===== src/rtl/fmp_pkg.sv =====
// Shared constants for the Fibonacci modular matrix power block.
package fmp_pkg;
    localparam int DEF_INDEX_WIDTH = 64;
    localparam int DEF_MOD_WIDTH   = 32;
    localparam int INDEX_PORT_W    = 63;
    localparam int VALUE_PORT_W    = 32;
    localparam int MODULUS_RESET   = 2022;
endpackage


===== src/rtl/fibonacci_mod_matrix_power.sv =====
// Top level: F(n) mod m by square-and-multiply of the 2x2 Fibonacci matrix.
//
// Input channel req_valid/req_stall carries fib_index; output channel
// rsp_valid/rsp_stall carries fib_value. An item moves on a rising edge with
// valid high and stall low. The modulus register is written by modulus_we with
// modulus_wdata; the user must write it only while the block is idle, as the
// block itself does not enforce this. Zero means 2^MOD_WIDTH. One item walks
// INDEX_WIDTH index bits, MSB first. Each bit squares the accumulator matrix:
// four entries, each a sum of two modular products formed by one shared
// shift-add-reduce unit after a load step, then a base-matrix step when the
// bit is set and a step to advance to the next bit. The block takes no new
// item before the result of the last one has entered the output register.
// req_stall is high from acceptance until the result enters the output register.
// The output register holds a finished item while the receiver stalls, and a
// new item may be accepted meanwhile; a second result waits in the sequencer
// until the first is taken.
// Reset clears the sequencer and output valid and sets the modulus to 2022.
module fibonacci_mod_matrix_power #(
    parameter int INDEX_WIDTH = fmp_pkg::DEF_INDEX_WIDTH,
    parameter int MOD_WIDTH   = fmp_pkg::DEF_MOD_WIDTH
) (
    input  logic                             clk,
    input  logic                             rst_n,
    input  logic                             modulus_we,
    input  logic [fmp_pkg::VALUE_PORT_W-1:0] modulus_wdata,
    input  logic                             req_valid,
    output logic                             req_stall,
    input  logic [fmp_pkg::INDEX_PORT_W-1:0] fib_index,
    output logic                             rsp_valid,
    input  logic                             rsp_stall,
    output logic [fmp_pkg::VALUE_PORT_W-1:0] fib_value
);
    import fmp_pkg::*;

    localparam int IW  = INDEX_WIDTH;
    localparam int MW  = MOD_WIDTH;
    localparam int ICW = (IW > 1) ? $clog2(IW) : 1;
    localparam int SCW = $clog2(MW);

    localparam logic [2:0] ST_IDLE = 3'd0;
    localparam logic [2:0] ST_LOAD = 3'd1;
    localparam logic [2:0] ST_MUL  = 3'd2;
    localparam logic [2:0] ST_BASE = 3'd3;
    localparam logic [2:0] ST_NEXT = 3'd4;
    localparam logic [2:0] ST_DONE = 3'd5;

    logic [2:0]      state_reg;
    logic [MW-1:0]   mod_reg;
    logic [IW-1:0]   ix_reg;
    logic [ICW-1:0]  icnt_reg;
    logic [SCW-1:0]  scnt_reg;
    logic [1:0]      ent_reg;
    logic [MW-1:0]   a_reg, b_reg, c_reg, d_reg;
    logic [MW-1:0]   na_reg, nb_reg, nc_reg;
    logic [MW-1:0]   y1_reg, y2_reg;
    logic [MW-1:0]   r_reg;
    logic [MW-1:0]   r_next;
    logic            rsp_valid_reg;
    logic [MW-1:0]   rsp_data_reg;

    logic [MW:0]     mod_eff;
    logic [MW-1:0]   one_val;
    logic [MW-1:0]   x1, x2, ld_y1, ld_y2;
    logic [MW+1:0]   t0, t1, t2;
    logic [MW+1:0]   sa, sc;
    logic [63:0]     ix_ext;
    logic            rsp_load;

    // Zero modulus stands for 2^MW
    assign mod_eff = {(mod_reg == '0), mod_reg};
    assign one_val = (mod_reg == MW'(1)) ? '0 : MW'(1);
    assign ix_ext  = {1'b0, fib_index};

    // Move a finished item into the output register when it is free or being taken
    assign rsp_load = (state_reg == ST_DONE) && (!rsp_valid_reg || !rsp_stall);

    function automatic logic [MW+1:0] red(input logic [MW+1:0] v, input logic [MW:0] m);
        logic [MW+1:0] mx;
        mx = {1'b0, m};
        return (v >= mx) ? v - mx : v;
    endfunction

    // Operand select: row from entry bit 1, column from entry bit 0
    always_comb
    begin
        x1    = ent_reg[1] ? c_reg : a_reg;
        x2    = ent_reg[1] ? d_reg : b_reg;
        ld_y1 = ent_reg[0] ? b_reg : a_reg;
        ld_y2 = ent_reg[0] ? d_reg : c_reg;
    end

    // Shared unit: double, then add each selected multiplicand, reducing each time
    always_comb
    begin
        t0 = red({1'b0, r_reg, 1'b0}, mod_eff);
        t1 = y1_reg[MW-1] ? red(t0 + {2'b00, x1}, mod_eff) : t0;
        t2 = y2_reg[MW-1] ? red(t1 + {2'b00, x2}, mod_eff) : t1;
        r_next = t2[MW-1:0];
        sa = red({2'b00, a_reg} + {2'b00, b_reg}, mod_eff);
        sc = red({2'b00, c_reg} + {2'b00, d_reg}, mod_eff);
    end

    // Configuration register
    always_ff @(posedge clk or negedge rst_n)
    begin
        if (!rst_n)
            mod_reg <= MW'(MODULUS_RESET);
        else if (modulus_we)
            mod_reg <= modulus_wdata[MW-1:0];
    end

    // Sequencer and control
    always_ff @(posedge clk or negedge rst_n)
    begin
        if (!rst_n)
        begin
            state_reg     <= ST_IDLE;
            rsp_valid_reg <= 1'b0;
        end
        else
        begin
            if (rsp_load)
                rsp_valid_reg <= 1'b1;
            else if (rsp_valid_reg && !rsp_stall)
                rsp_valid_reg <= 1'b0;
            unique case (state_reg)
                ST_IDLE:
                    if (req_valid)
                        state_reg <= ST_LOAD;
                ST_LOAD:
                    state_reg <= ST_MUL;
                ST_MUL:
                    if (scnt_reg == '0)
                    begin
                        if (ent_reg == 2'd3)
                            state_reg <= ix_reg[IW-1] ? ST_BASE : ST_NEXT;
                        else
                            state_reg <= ST_LOAD;
                    end
                ST_BASE:
                    state_reg <= ST_NEXT;
                ST_NEXT:
                    state_reg <= (icnt_reg == '0) ? ST_DONE : ST_LOAD;
                ST_DONE:
                    if (rsp_load)
                        state_reg <= ST_IDLE;
                default:
                    state_reg <= ST_IDLE;
            endcase
        end
    end

    // Datapath registers
    always_ff @(posedge clk)
    begin
        case (state_reg)
            ST_IDLE:
                if (req_valid)
                begin
                    ix_reg   <= ix_ext[IW-1:0];
                    icnt_reg <= ICW'(IW - 1);
                    ent_reg  <= 2'd0;
                    a_reg    <= one_val;
                    b_reg    <= '0;
                    c_reg    <= '0;
                    d_reg    <= one_val;
                end
            ST_LOAD:
            begin
                r_reg    <= '0;
                y1_reg   <= ld_y1;
                y2_reg   <= ld_y2;
                scnt_reg <= SCW'(MW - 1);
            end
            ST_MUL:
            begin
                r_reg    <= r_next;
                y1_reg   <= {y1_reg[MW-2:0], 1'b0};
                y2_reg   <= {y2_reg[MW-2:0], 1'b0};
                scnt_reg <= scnt_reg - 1'b1;
                if (scnt_reg == '0)
                begin
                    ent_reg <= ent_reg + 1'b1;
                    case (ent_reg)
                        2'd0: na_reg <= r_next;
                        2'd1: nb_reg <= r_next;
                        2'd2: nc_reg <= r_next;
                        default:
                        begin
                            a_reg <= na_reg;
                            b_reg <= nb_reg;
                            c_reg <= nc_reg;
                            d_reg <= r_next;
                        end
                    endcase
                end
            end
            ST_BASE:
            begin
                a_reg <= sa[MW-1:0];
                b_reg <= a_reg;
                c_reg <= sc[MW-1:0];
                d_reg <= c_reg;
            end
            ST_NEXT:
            begin
                ix_reg   <= ix_reg << 1;
                icnt_reg <= icnt_reg - 1'b1;
            end
            ST_DONE:
                if (rsp_load)
                    rsp_data_reg <= b_reg;
            default:
                ;
        endcase
    end

    assign req_stall = (state_reg != ST_IDLE);
    assign rsp_valid = rsp_valid_reg;
    assign fib_value = VALUE_PORT_W'(rsp_data_reg);
endmodule


===== config.mk =====
export PLATFORM = sky130hd
export DESIGN_NAME = fibonacci_mod_matrix_power
export DESIGN_NICKNAME = d
export VERILOG_FILES = /design/src/rtl/fmp_pkg.sv /design/src/rtl/fibonacci_mod_matrix_power.sv
export SDC_FILE = /design/constraint.sdc
export NUM_CORES = 1
export LEC_CHECK = 0
export BUFFER_PORTS_ARGS = -buffer_cell sky130_fd_sc_hd__buf_2
export CAP_MARGIN = 0
export CORE_MARGIN = 3
export CORE_UTILIZATION = 60
export DETAILED_ROUTE_END_ITERATION = 10
export PLACE_DENSITY = 0.83
export SLEW_MARGIN = 20
export SYNTH_ARGS = -nofsm -noshare
export SYNTH_HDL_FRONTEND = slang
export SYNTH_SLANG_ARGS = --single-unit
export TNS_END_PERCENT = 30

===== constraint.sdc =====
create_clock -name clk -period 39.9 [get_ports clk]
set_input_delay 3.99 -clock clk [delete_from_list [all_inputs] [get_ports clk]]
set_output_delay 3.99 -clock clk [all_outputs]
set_load 0.05 [all_outputs]

==> reports/metrics.cfg <==
[status]
status = finished clean

[sta]
setup_tns_ns = 0
rsz0062_at_grt = no
hold_violations = 0
maxSlewViolCount = 0
period_minus_slack_ns = 17.22
setup_violations = 0
fin_crit_sh_pct = 43.2
finClkSkew_ns = 0.0280
worst_slew_pin_slew_ns = 1.13
fmax_ghz = 0.0581
max_slew_margin_pct = 24.8

[yosys]
synth_top_area_cell = edfxtp_1
ys_dominant_reg_cell = edfxtp_1
yosysSeqAreaShare_pct = 39.1
ys_ff_latch = 465
synthCells = 3606
syn_area_per_cell_sq_um = 9.77
ys_warn_count = 0
synthTopCellsByCount = edfxtp_1, a21oi_1, nand2_1
ys_types = 84
synth_edf_count = 429
async_flop_share_pct = 7.74
syn-num-nets = 4015
synth_most_common_cell = edfxtp_1
yosys.area.top_type_share_pct = 36.6
synth_area_leaders = edfxtp_1, ha_1, mux2_2, a21oi_1, xnor2_1
synthesis.area_sq_mm = 0.0352

[critical_path]
crit_buf_inv = 5
cp_num_cells = 60
crit_required_ns = 40.21
r2r_slack_ns = 22.68
cp-end-kind = flop
critPathTopFamily = compound AO/OA/AOI/OAI gates
cp_data_arrival_time_ns = 17.53
cp_slowest_stage_delay_ns = 0.66
r2r_cells = 60
r2r-start = mod_reg[0]
timing.critical_path.fanout_max = 38
worst_path_max_delay_cell = dfrtp_1
critPathKind = flop to flop
crit_start = mod_reg[0]
critPathLaunchType = flop
cp-endpoint = d_reg[22]
r2r-end = d_reg[22]

[floorplanning]
floorplan.initialDensity_pct = 60.8
rows = 88
dieWidth_um = 248
dieArea_sq_mm = 0.0617
die_y_um = 248
boundaryPins = 134
core-area_sq_mm = 0.0579

[clock_tree]
clock_latency_ns = 0.61
cts_buffers = 50
cts.repair.resized = 0
cts_buffer_depth = 3
holdBufCountCts = 0
htreeDepth = 2
path_clk_slew_ns = 0.06
ctsRootBufferMaster = clkbuf_16
clock_sinks = 465
cts_setup_buffers = 0
cts_tree = yes

[finish]
drive_gt1_share_pct = 11.7
fin_nets = 4096
syn_to_final_growth_pct = 8.47
multi_input_area_sq_mm = 0.0205
fillers = 4652
seqCellArea_sq_mm = 0.0138
largest_reg_flops = 64

[routing]
drt_iter0_drc = 3476
routedWlPerCell_um = 23.4
vias = 29400
drt_wl_total_um = 105000
post-route-drc-count = 0
routed_via_density = 6.54
drtAntennaViolNets = 0
dr.pass1.iters = 6

[placed_design]
numPortBuffers = 133
hpwlAfterDp_um = 80200
routabilityCongestion = 0.972

[worst_hold_path]
hold_path.class = flop to flop
min_path_cells = 2
hold_path.startpoint = y1_reg[1]

[grt]
grt_max_degree = 94
track_usage_pct = 33.9
grt_first_pass_wirelength_um = 160000
overflow = 0
antenna_found_initial = 5
grt_pass1_vias = 27300

[run]
drv_cap = 0

-- placed cells by master, fill, tap and decap left out, drive strengths merged, types with 36 or more instances in the layout --
cell type	count
nand2	318
a21o	145
mux2i	129
nor3	49
nand3	53
and2	36
nor2	247
a21oi	338
edfxtp	429
o21ai	304
mux2	150
xnor2	174
xor2	75
inv	138
o21bai	44
nand2b	43
buf	162
a22o	55
clkbuf	71
o21a	46
ha	300
-- worst min path at each step --
stage / end / slack (ns)
2_1_floorplan: fib_value[0] / 0.47
3_3_place_gp: a_reg[3] / 0.50
3_5_place_dp: c_reg[7] / 0.51
4_1_cts: c_reg[19] / 0.52
5_1_grt: a_reg[19] / 0.53
6_report: y1_reg[2] / 0.51
-- cells by family (layout without fill, tap and decap cells) --
group	count (synthesis)	in the layout	share of synthesized area, %
compound gates	1132	1132	20.2
xor+xnor	249	249	6.21
fa+ha+maj	309	309	11.2
buf+inv	267	389	2.92
flops	465	465	39.1
mux	279	279	8.49
other cells	0	1	0
simple gates	905	905	11.9
-- stage by stage --
step	hold WS, ns	instances	area, sq um	util (%)	setup WS, ns
after CTS	0.520	4493	38200	66.0	23.17
after floorplan	0.473	3606	35200	-	22.65
after detailed placement	0.507	4400	36600	63.2	23.20
final	0.514	4494	38200	66.0	22.68
after global placement	0.500	4400	36600	63.2	23.57
after global routing	0.531	4494	38200	66.0	21.76
-- tightest hold or removal path: stages, from the launching register on --
cell	delay [ns]
edfxtp_1	0.32
nand2_1	0.05
o21ai_0	0.06
-- per-layer routing --
| layer | wire (um) | global-route usage (%) |
|---|---|---|
| met1 | 45600 | 51.1 |
| met2 | 43100 | 48.4 |
| met3 | 13700 | 8.90 |
| met4 | 2720 | 8.53 |
| met5 | 27 | 0 |
-- cell type report --
class / count / share of cell area [%]
Inverter: 134 / 1.32
Timing Repair Buffer: 162 / 2.31
Sequential cell: 465 / 36.1
Multi-Input combinational cell: 2874 / 53.6
Tap cell: 765 / 2.50
Antenna cell: 1 / 0.00655
Clock inverter: 22 / 0.553
Clock buffer: 71 / 3.67
Power is not shown: default switching activity piles up to over one toggle a cycle in this logic, so the estimate is an artifact.
